$ cat src/rtl/core/hdf_pkg.sv
// Package for the hash duplicate filter: payload structs, register
// addresses and sequencer states. No dependencies.
`timescale 1ns / 1ps
`default_nettype none
package hdf_pkg;

  typedef struct packed {
    logic signed [63:0] a_value;
    logic [63:0]        b_value;
  } in_item_t;

  typedef struct packed {
    logic        is_duplicate;
    logic [15:0] slot_index;
    logic [15:0] probe_count;
    logic        table_full;
  } out_item_t;

  localparam int unsigned RegIdxW = 2;
  localparam logic [RegIdxW-1:0] REG_MULT_A     = 2'd0;
  localparam logic [RegIdxW-1:0] REG_MULT_B     = 2'd1;
  localparam logic [RegIdxW-1:0] REG_TABLE_SIZE = 2'd2;

  localparam logic [16:0] TableSizeReset = 17'd65521;
  localparam int unsigned FpShift = 32;

  typedef enum logic [3:0] {
    ST_CLEAR, ST_IDLE, ST_MUL, ST_MOD, ST_READ, ST_WAIT, ST_CHECK, ST_OUT
  } state_t;

  // Shared unit control between sequencer and arithmetic unit.
  typedef struct packed {
    logic start_mul;
    logic start_mod;
  } alu_ctl_t;

  typedef struct packed {
    logic busy;
  } alu_sts_t;

endpackage
`default_nettype wire

$ cat src/rtl/core/hdf_alu.sv
// Shared bit-serial arithmetic unit: shift-add multiply-accumulate for the
// hash, then restoring modulo by the slot count. Uses hdf_pkg.
`timescale 1ns / 1ps
`default_nettype none
module hdf_alu #(
  parameter int unsigned KW = 25
) (
  input  wire logic            clk,
  input  wire logic            rst,
  input  wire hdf_pkg::alu_ctl_t ctl,
  output hdf_pkg::alu_sts_t    sts,
  input  wire logic [63:0]     mult_a,
  input  wire logic [63:0]     mult_b,
  input  wire logic [63:0]     a_in,
  input  wire logic [63:0]     b_in,
  input  wire logic [KW-1:0]   k_in,
  output logic [63:0]          hash,
  output logic [KW-1:0]        rem
);
  import hdf_pkg::*;

  logic [6:0]   cnt;
  logic         mode_mod;
  logic         busy;
  logic [63:0]  opa, opb, ma, mb, acc;
  logic [63:0]  dvd;
  logic [KW:0]  rr;
  logic [KW:0]  rr_sh;
  logic [63:0]  acc_next;

  always_comb begin
    acc_next = acc;
    if (ma[0]) acc_next = acc_next + opa;
    if (mb[0]) acc_next = acc_next + opb;
    rr_sh = {rr[KW-1:0], dvd[63]};
  end

  always_ff @(posedge clk) begin
    if (rst) begin
      busy <= 1'b0;
      cnt  <= '0;
      mode_mod <= 1'b0;
    end else if (ctl.start_mul) begin
      busy <= 1'b1; cnt <= 7'd64; mode_mod <= 1'b0;
      opa <= a_in; opb <= b_in; ma <= mult_a; mb <= mult_b; acc <= '0;
    end else if (ctl.start_mod) begin
      busy <= 1'b1; cnt <= 7'd64; mode_mod <= 1'b1;
      dvd <= acc; rr <= '0;
    end else if (busy) begin
      cnt <= cnt - 7'd1;
      if (cnt == 7'd1) busy <= 1'b0;
      if (!mode_mod) begin
        acc <= acc_next;
        opa <= opa << 1; opb <= opb << 1;
        ma <= ma >> 1;   mb <= mb >> 1;
      end else begin
        dvd <= dvd << 1;
        if (rr_sh >= {1'b0, k_in}) rr <= rr_sh - {1'b0, k_in};
        else rr <= rr_sh;
      end
    end
  end

  assign sts.busy = busy;
  assign hash = acc;
  assign rem  = rr[KW-1:0];
endmodule
`default_nettype wire

$ cat config.mk
export PLATFORM = sky130hd
export DESIGN_NAME = hdf_alu
export DESIGN_NICKNAME = d
export VERILOG_FILES = /design/src/rtl/core/hdf_pkg.sv /design/src/rtl/core/hdf_alu.sv
export SDC_FILE = /design/constraint.sdc
export NUM_CORES = 1
export LEC_CHECK = 0
export ABC_AREA = 1
export ABC_CLOCK_PERIOD_IN_PS = 9700
export BUFFER_PORTS_ARGS = -buffer_cell sky130_fd_sc_hd__buf_2
export CAP_MARGIN = 20
export CORE_UTILIZATION = 60
export CTS_CLUSTER_DIAMETER = 40
export DETAILED_ROUTE_END_ITERATION = 12
export GPL_TIMING_DRIVEN = 0
export PLACE_DENSITY = 0.89
export SYNTH_ARGS = -nofsm -noshare
export SYNTH_HDL_FRONTEND = slang
export SYNTH_SLANG_ARGS = --single-unit
$ cat constraint.sdc
create_clock -name clk -period 9.7 [get_ports clk]
set_input_delay 1.455 -clock clk [delete_from_list [all_inputs] [get_ports clk]]
set_output_delay 1.455 -clock clk [all_outputs]
set_load 0.03 [all_outputs]
==> load_flow_metrics.sql, run 1 <==
INSERT INTO impl_metrics (metric_group, metric, value, unit) VALUES
('power_and_ir_drop', 'power_density', '172', 'nW/µm²'),
('routing', 'drt-vias-per-instance', '5.66', ''),
('routing', 'antenna_violating_nets_post_route', '0', ''),
('routing', 'first_pass_iters', '8', ''),
('synth', 'synth_ff_type', 'edfxtp_1', ''),
('synth', 'postSynthAreaPerCell', '7.00', 'µm²'),
('floorplan', 'floorplan.die.height', '229', 'µm'),
('critical_path', 'critPathRequiredTime', '10.06', 'ns'),
('global_routing', 'pin_count_of_the_biggest_net_entering_global_routing', '74', ''),
('routing', 'avgRoutedWirePerCell', '19.9', 'µm'),
('synth', 'synth_sequential_area_ratio', '40.4', '%'),
('synth', 'asyncSetResetFlopFracSynth', '0', '%'),
('timing', 'final_hold_violating_endpoints', '0', ''),
('timing', 'grt_setup_unrepaired', 'no', ''),
('power_and_ir_drop', 'leakage_power', '18.1', 'nW'),
('place', 'routabilityCongestion', '1.02', ''),
('place', 'placed_cells', '5461', ''),
('floorplan', 'dieWidth', '229', 'µm'),
('clock_network', 'cts_num_sinks', '418', ''),
('critical_path', 'most_prevalent_standard_cell_on_the_critical_path', 'nand2_1', ''),
('job', 'drv.max_cap_violation_count', '0', ''),
('timing', 'ratio_of_final_minimum_period_to_clock_period', '53.5', '%'),
('clock_network', 'postCtsSetupRepairBufs', '0', ''),
('routing', 'drt_iter0_markers', '3124', ''),
('global_routing', 'first_global_vias', '30200', ''),
('synth', 'post_synth_inst_count', '4410', ''),
('finish', 'design.final.nets', '5297', ''),
('finish', 'layout-drive-gt1-share', '11.4', '%'),
('clock_network', 'clock_tree_from_tritoncts', 'done', ''),
('routing', 'remaining_drc_errors', '0', ''),
('clock_network', 'clock_insertion_delay_at_the_later_pin_of_the_skew_report', '0.65', 'ns'),
('worst_hold_path', 'holdCritPathClass', 'flop to flop', ''),
('synth', 'number_of_enable_flip_flop_cells_after_synthesis', '409', ''),
('floorplan', 'core_region_area', '50500', 'µm²'),
('timing', 'period_minus_slack', '5.19', 'ns'),
('synth', 'ys.warnings.count', '0', ''),
('power_and_ir_drop', 'power', '6.15', 'mW'),
('clock_network', 'clock_tree_root_buffer_cell', 'clkbuf_16', ''),
('place', 'port_buffers', '372', ''),
('place', 'place_hpwl', '87900', 'µm'),
('timing', 'timing.max_slew.rel_slack', '25.4', '%'),
('clock_network', 'ctsHtreeMaxLevel', '2', ''),
('timing', 'tns', '0', 'ns'),
('clock_network', 'postCtsResizedCells', '0', ''),
('floorplan', 'floorplan.initialDensity', '61.1', '%'),
('critical_path', 'master_of_the_slowest_instance_on_the_critical_path', 'edfxtp_1', ''),
('finish', 'final_cell_count_no_fill', '5569', ''),
('timing', 'worst_clock_skew', '0.0489', 'ns'),
('global_routing', 'number_of_antenna_violations_at_the_first_check_in_global_routing', '5', ''),
('routing', 'via_count', '31500', ''),
('timing', 'max_freq', '193', 'MHz'),
('timing', 'timing_worst_slew_pin_value', '1.12', 'ns'),
('floorplan', 'area_of_the_die', '52300', 'µm²'),
('critical_path', 'setup.worst_path.class', 'flop to flop', ''),
('clock_network', 'cts_hold_repair.buffers', '0', ''),
('synth', 'post_synth_instance_area', '30800', 'µm²'),
('global_routing', 'grt_use_total', '42.0', '%'),
('clock_network', 'tritoncts.num_buffers', '54', ''),
('critical_path', 'timing.critical_path.slowest_cell_delay', '0.54', 'ns'),
('critical_path', 'cp.buffers_inverters', '4', ''),
('timing', 'final-max-slew-violation-count', '0', ''),
('floorplan', 'pin_count', '375', ''),
('floorplan', 'fp-row-count', '82', ''),
('synth', 'syn-num-nets', '4860', ''),
('critical_path', 'worst_ep_arrival_time', '5.54', 'ns'),
('critical_path', 'largest_driver_fanout_on_the_critical_path', '4', ''),
('clock_network', 'clk_pin_slew_worst_paths', '0.06', 'ns'),
('global_routing', 'grt.overflow.total', '0', ''),
('power_and_ir_drop', 'irDropWorstVdd', '234', 'µV'),
('critical_path', 'endpoint_kind', 'flop', ''),
('critical_path', 'worst_setup_path_start_kind', 'flop', ''),
('run_status', 'status', 'finished, final reports clean', ''),
('routing', 'wl', '111000', 'µm'),
('clock_network', 'ctsLongestPathBuffers', '3', ''),
('synth', 'number_of_synthesized_register_bits', '418', ''),
('critical_path', 'cp_top_family', 'simple AND/OR/NAND/NOR gates', ''),
('finish', 'synthToLayoutAreaGrowth', '15.7', '%'),
('global_routing', 'grt_pass1_wl', '168000', 'µm'),
('synth', 'synth_cell_type_count', '52', ''),
('timing', 'finalSetupViolCount', '0', '');
-- Yosys cell counts, types with 18 or more instances --
library cell / n / share of area (%)
nand2_1: 1941 / 24
inv_1: 574 / 7.0
edfxtp_1: 409 / 40
nor2_1: 301 / 3.7
nand3_1: 213 / 3.5
a21oi_1: 206 / 3.3
ha_1: 162 / 6.6
o21ai_0: 142 / 2.3
clkbuf_1: 90 / 1.1
o21bai_1: 55 / 1.3
xor2_1: 43 / 1.2
xnor2_1: 35 / 0.99
nor3_1: 32 / 0.52
nand2_2: 31 / 0.63
nand3b_1: 18 / 0.44
nand4_1: 18 / 0.37
-- registers in the layout (all words and copies together), names as in the netlist --
register  cells
sts           1
opa          64
hash         64
rr           25
mode_mod      1
dvd          64
cnt           7
opb          64
ma           64
mb           64
-- kinds of logic after synthesis --
family                     after synthesis  share of synthesized area (%)
buffers and inverters                  692                           8.57
xor gates and xnor gates                78                           2.21
AOI/OAI and AO/OA                      455                           8.18
adders and majority gates              165                           6.77
DFF                                    418                           40.4
and+or+nand+nor                       2602                           33.9
-- power breakdown --
part           internal, mW  leakage, nW  switching [mW]
logic                 0.574         13.3            1.24
registers              2.13         3.94          0.0972
clock network          1.25        0.922           0.861
total                  3.96         18.1            2.20
-- metal layers --
metal | track usage (%) | wire [µm] | vias up
li1 | - | - | 15000
met1 | 55.7 | 44400 | 14400
met2 | 68.5 | 50300 | 1812
met3 | 6.20 | 11000 | 298
met4 | 18.1 | 5360 | 2
met5 | 0 | 13 | -
-- worst reg2reg max path, cell delays in order (launching register included) --
cell,delay [ns]
edfxtp_1,0.54
ha_1,0.44
nand2_1,0.15
inv_1,0.05
a21oi_1,0.26
nand2_1,0.16
a21oi_1,0.34
nand3_1,0.26
nand2_1,0.12
inv_1,0.04
o21ai_0,0.31
o21ai_0,0.28
inv_1,0.15
ha_1,0.17
nand2_1,0.10
nor2_1,0.15
inv_1,0.07
nor2_1,0.28
nand2_1,0.09
nor2_1,0.11
nand2_1,0.08
nand3_1,0.09
nand2_1,0.05
nor2_1,0.39
nand3_1,0.12
nand2_1,0.08
nor2_1,0.04
-- stage by stage --
step | cell area, µm² | setup WS [ns] | hold WS (ns) | utilization (%)
CTS | 35600 | 4.64 | 0.486 | 70.6
global route | 35700 | 4.19 | 0.513 | 70.7
finish | 35700 | 4.51 | 0.484 | 70.7
detailed placement | 33700 | 4.73 | 0.476 | 66.9
global placement | 33600 | -2.66 | 0.453 | 66.5
floorplan | 30800 | 0.696 | 0.445 | -
-- path summary, 6_finish.rpt --
path | cells past startpoint | end | slack, ns | from
setup / recovery | 26 | hash[63]$_SDFFCE_PP0P_ | 4.51 | hash[27]$_SDFFCE_PP0P_
hold / removal | 2 | cnt[1]$_SDFFE_PP0P_ | 0.48 | cnt[1]$_SDFFE_PP0P_
setup reg to reg | 26 | hash[63]$_SDFFCE_PP0P_ | 4.51 | hash[27]$_SDFFCE_PP0P_
hold reg to reg | 2 | cnt[1]$_SDFFE_PP0P_ | 0.48 | cnt[1]$_SDFFE_PP0P_
-- cell type report --
class | instances | area, µm²
Antenna cell | 4 | 10.0
Buffer | 112 | 465
Clock buffer | 69 | 1500
Clock inverter | 33 | 402
Fill cell | 4067 | 14800
Inverter | 580 | 2180
Multi-Input combinational cell | 3300 | 15800
Sequential cell | 418 | 12500
Tap cell | 672 | 841
Timing Repair Buffer | 381 | 2070
-- layout by cell type (no fill, tap or decap), drive strengths merged, types with 7 or more instances in the layout --
master	count
a21o	8
a21oi	208
and2	7
buf	402
clkbuf	160
clkinv	15
dfxtp	9
edfxtp	409
ha	162
inv	589
nand2	1972
nand3	218
nand3b	19
nand4	18
nor2	312
nor3	37
nor4	8
o211ai	13
o21ai	157
o21bai	56
or2	9
xnor2	35
xor2	43
Note: power is estimated with default switching activity, not from simulation.
==> run 2, diff against run 1 <==
--- a/config.mk
+++ b/config.mk
@@ -6,14 +6,14 @@
 export NUM_CORES = 1
 export LEC_CHECK = 0
 export ABC_AREA = 1
-export ABC_CLOCK_PERIOD_IN_PS = 9700
+export ABC_CLOCK_PERIOD_IN_PS = 4500
 export BUFFER_PORTS_ARGS = -buffer_cell sky130_fd_sc_hd__buf_2
 export CAP_MARGIN = 20
-export CORE_UTILIZATION = 60
+export CORE_UTILIZATION = 54
 export CTS_CLUSTER_DIAMETER = 40
 export DETAILED_ROUTE_END_ITERATION = 12
 export GPL_TIMING_DRIVEN = 0
-export PLACE_DENSITY = 0.89
+export PLACE_DENSITY = 0.85
 export SYNTH_ARGS = -nofsm -noshare
 export SYNTH_HDL_FRONTEND = slang
 export SYNTH_SLANG_ARGS = --single-unit
==> constraint.sdc (replaced) <==
create_clock -name clk -period 4.5 [get_ports clk]
set_input_delay 0.675 -clock clk [delete_from_list [all_inputs] [get_ports clk]]
set_output_delay 0.675 -clock clk [all_outputs]
set_load 0.03 [all_outputs]
==> run 2 against run 1 <==
Net effect:
- die area rose by 11%
- clock skew decreased by 0.0056 ns
- count of clock-buffer cells in the layout increased by 7
- largest cell class unchanged
- critical path type unchanged
- worst setup slack got worse by 4.5 ns
==> load_flow_metrics.sql, run 2 (same netlist as run 1, synthesis figures left out) <==
INSERT INTO impl_metrics (metric_group, metric, value, unit) VALUES
('power_and_ir_drop', 'leakage_power', '18.8', 'nW'),
('clock_network', 'clock_tree_from_tritoncts', 'done', ''),
('clock_network', 'cts_num_sinks', '418', ''),
('global_routing', 'grt_use_total', '37.7', '%'),
('floorplan', 'pin_count', '375', ''),
('clock_network', 'ctsHtreeMaxLevel', '3', ''),
('floorplan', 'fp-row-count', '87', ''),
('global_routing', 'grt.overflow.total', '0', ''),
('global_routing', 'first_global_vias', '29300', ''),
('critical_path', 'critPathRequiredTime', '4.86', 'ns'),
('finish', 'layout-drive-gt1-share', '17.5', '%'),
('worst_hold_path', 'holdCritPathClass', 'primary input to flop', ''),
('power_and_ir_drop', 'irDropWorstVdd', '317', 'µV'),
('place', 'place_hpwl', '86100', 'µm'),
('timing', 'final_hold_violating_endpoints', '0', ''),
('clock_network', 'clock_tree_root_buffer_cell', 'clkbuf_16', ''),
('critical_path', 'worst_ep_arrival_time', '4.83', 'ns'),
('place', 'port_buffers', '372', ''),
('clock_network', 'ctsLongestPathBuffers', '3', ''),
('routing', 'drt_iter0_markers', '3213', ''),
('timing', 'timing_worst_slew_pin_value', '1.17', 'ns'),
('floorplan', 'area_of_the_die', '58100', 'µm²'),
('timing', 'layout_setup_ws', '0.0285', 'ns'),
('routing', 'antenna_violating_nets_post_route', '0', ''),
('power_and_ir_drop', 'power', '14.7', 'mW'),
('run_status', 'status', 'finished, final reports clean', ''),
('routing', 'avgRoutedWirePerCell', '19.6', 'µm'),
('finish', 'fill_cells', '4890', ''),
('global_routing', 'number_of_antenna_violations_at_the_first_check_in_global_routing', '3', ''),
('global_routing', 'pin_count_of_the_biggest_net_entering_global_routing', '69', ''),
('global_routing', 'grt_pass1_wl', '163000', 'µm'),
('routing', 'via_count', '31600', ''),
('finish', 'synthToLayoutAreaGrowth', '23.9', '%'),
('routing', 'first_pass_iters', '6', ''),
('finish', 'layout.cells.most_common', 'nand2_1', ''),
('timing', 'period_minus_slack', '4.47', 'ns'),
('clock_network', 'clock_insertion_delay_at_the_later_pin_of_the_skew_report', '0.65', 'ns'),
('critical_path', 'largest_driver_fanout_on_the_critical_path', '5', ''),
('timing', 'final-max-slew-violation-count', '0', ''),
('routing', 'drt-vias-per-instance', '5.51', ''),
('timing', 'ratio_of_final_minimum_period_to_clock_period', '99.4', '%'),
('power_and_ir_drop', 'power_density', '386', 'nW/µm²'),
('timing', 'timing.max_slew.rel_slack', '22.1', '%'),
('floorplan', 'core_region_area', '56400', 'µm²'),
('routing', 'wl', '113000', 'µm'),
('finish', 'design.final.nets', '5381', ''),
('floorplan', 'floorplan.die.height', '241', 'µm'),
('timing', 'max_freq', '224', 'MHz'),
('critical_path', 'endpoint_kind', 'flop', ''),
('floorplan', 'floorplan.initialDensity', '54.7', '%'),
('timing', 'finalSetupViolCount', '0', ''),
('job', 'drv.max_cap_violation_count', '0', ''),
('floorplan', 'dieWidth', '241', 'µm'),
('place', 'place_worst_setup_slack', '-0.532', 'ns'),
('critical_path', 'setup.worst_path.class', 'flop to flop', ''),
('timing', 'grt_setup_unrepaired', 'yes', ''),
('critical_path', 'worst_setup_path_start_kind', 'flop', ''),
('finish', 'mostFrequentLayoutCells', '1907 x nand2_1, 573 x inv_1, 409 x edfxtp_1, 381 x buf_2, 247 x nor2_1', ''),
('place', 'routabilityCongestion', '1.00', ''),
('clock_network', 'tritoncts.num_buffers', '72', ''),
('clock_network', 'clk_pin_slew_worst_paths', '0.06', 'ns'),
('routing', 'remaining_drc_errors', '0', ''),
('timing', 'worst_clock_skew', '0.0433', 'ns'),
('clock_network', 'cts_hold_repair.buffers', '0', '');
[run 2: cell types whose count changed in the layout (fill, tap and decap cells not counted), sizes merged]
cell / change
clkbuf: +7
clkinvlp: +3
inv: +8
bufinv: +1
buf: +66
clkinv: +10
diode: -2
[run 2: cell type report]
type	count	area (µm²)	area share, %
antenna	2	5.00	0.0131
buffer	112	465	1.22
clock buffer	76	1820	4.75
clock inverter	55	672	1.76
inverter	580	2180	5.70
multi-input combinational	3300	17100	44.8
sequential	418	12500	32.6
tap	756	946	2.48
timing repair buffer	447	2550	6.68
[run 2: final timing paths]
check | from | end | slack, ns | depth (start not counted)
hold / removal | rst | cnt[6]$_SDFFE_PP0P_ | 0.26 | 2
setup reg to reg | hash[12]$_SDFFCE_PP0P_ | hash[60]$_SDFFCE_PP0P_ | 0.03 | 24
setup / recovery | hash[12]$_SDFFCE_PP0P_ | hash[60]$_SDFFCE_PP0P_ | 0.03 | 24
hold reg to reg | cnt[3]$_SDFFE_PP0P_ | cnt[3]$_SDFFE_PP0P_ | 0.49 | 2
[run 2: repair_timing]
action                                  CTS  global route
buffers inserted                         36            32
resized for setup                        67           221
endpoints found under the setup margin   26            37
endpoints found under the hold margin     0             0
pin swaps                                 3            21
[run 2: critical path, cell delays in order, from the launching register on]
cell and delay (ns):
edfxtp_1 0.46, ha_1 0.42, nand2_1 0.10, inv_2 0.08, nand2_1 0.11, nor3_2 0.25, nand2_1 0.13, nand2_2 0.13
nand2_1 0.06, nand2_1 0.13, nand2_1 0.17, nand3_1 0.14, nand3_2 0.14, nand2_1 0.22, ha_4 0.25, nand2_1 0.13
inv_1 0.05, a21oi_1 0.28, inv_1 0.07, a21oi_1 0.13, nand2_1 0.06, a21oi_1 0.27, nand3_1 0.13, a21oi_1 0.22
nor2_1 0.07
[run 2: layer usage]
layer	track usage [%]	part of all wire, %
met1	50.5	41
met2	59.3	44
met3	6.82	9.6
met4	17.2	5.0
met5	0	0.033
[run 2: through the flow]
step	setup TNS (ns)	std cells	utilization, %	hold slack, ns	instance area, µm²
global route	-0.906	5744	67.8	0.246	38200
CTS	-0.00742	5712	65.5	0.238	37000
finish	0	5746	67.8	0.264	38200
global placement	-565.34	5538	59.7	0.455	33700
floorplan	0	4410	-	0.445	30900
detailed placement	-5.07	5545	60.0	0.469	33900
[run 2: power by group]
part / internal [mW] / leakage (nW) / switching, mW
Clock: 3.39 / 1.18 / 2.25
Sequential: 4.60 / 3.94 / 0.200
Combinational: 1.46 / 13.7 / 2.84
Total: 9.46 / 18.8 / 5.29
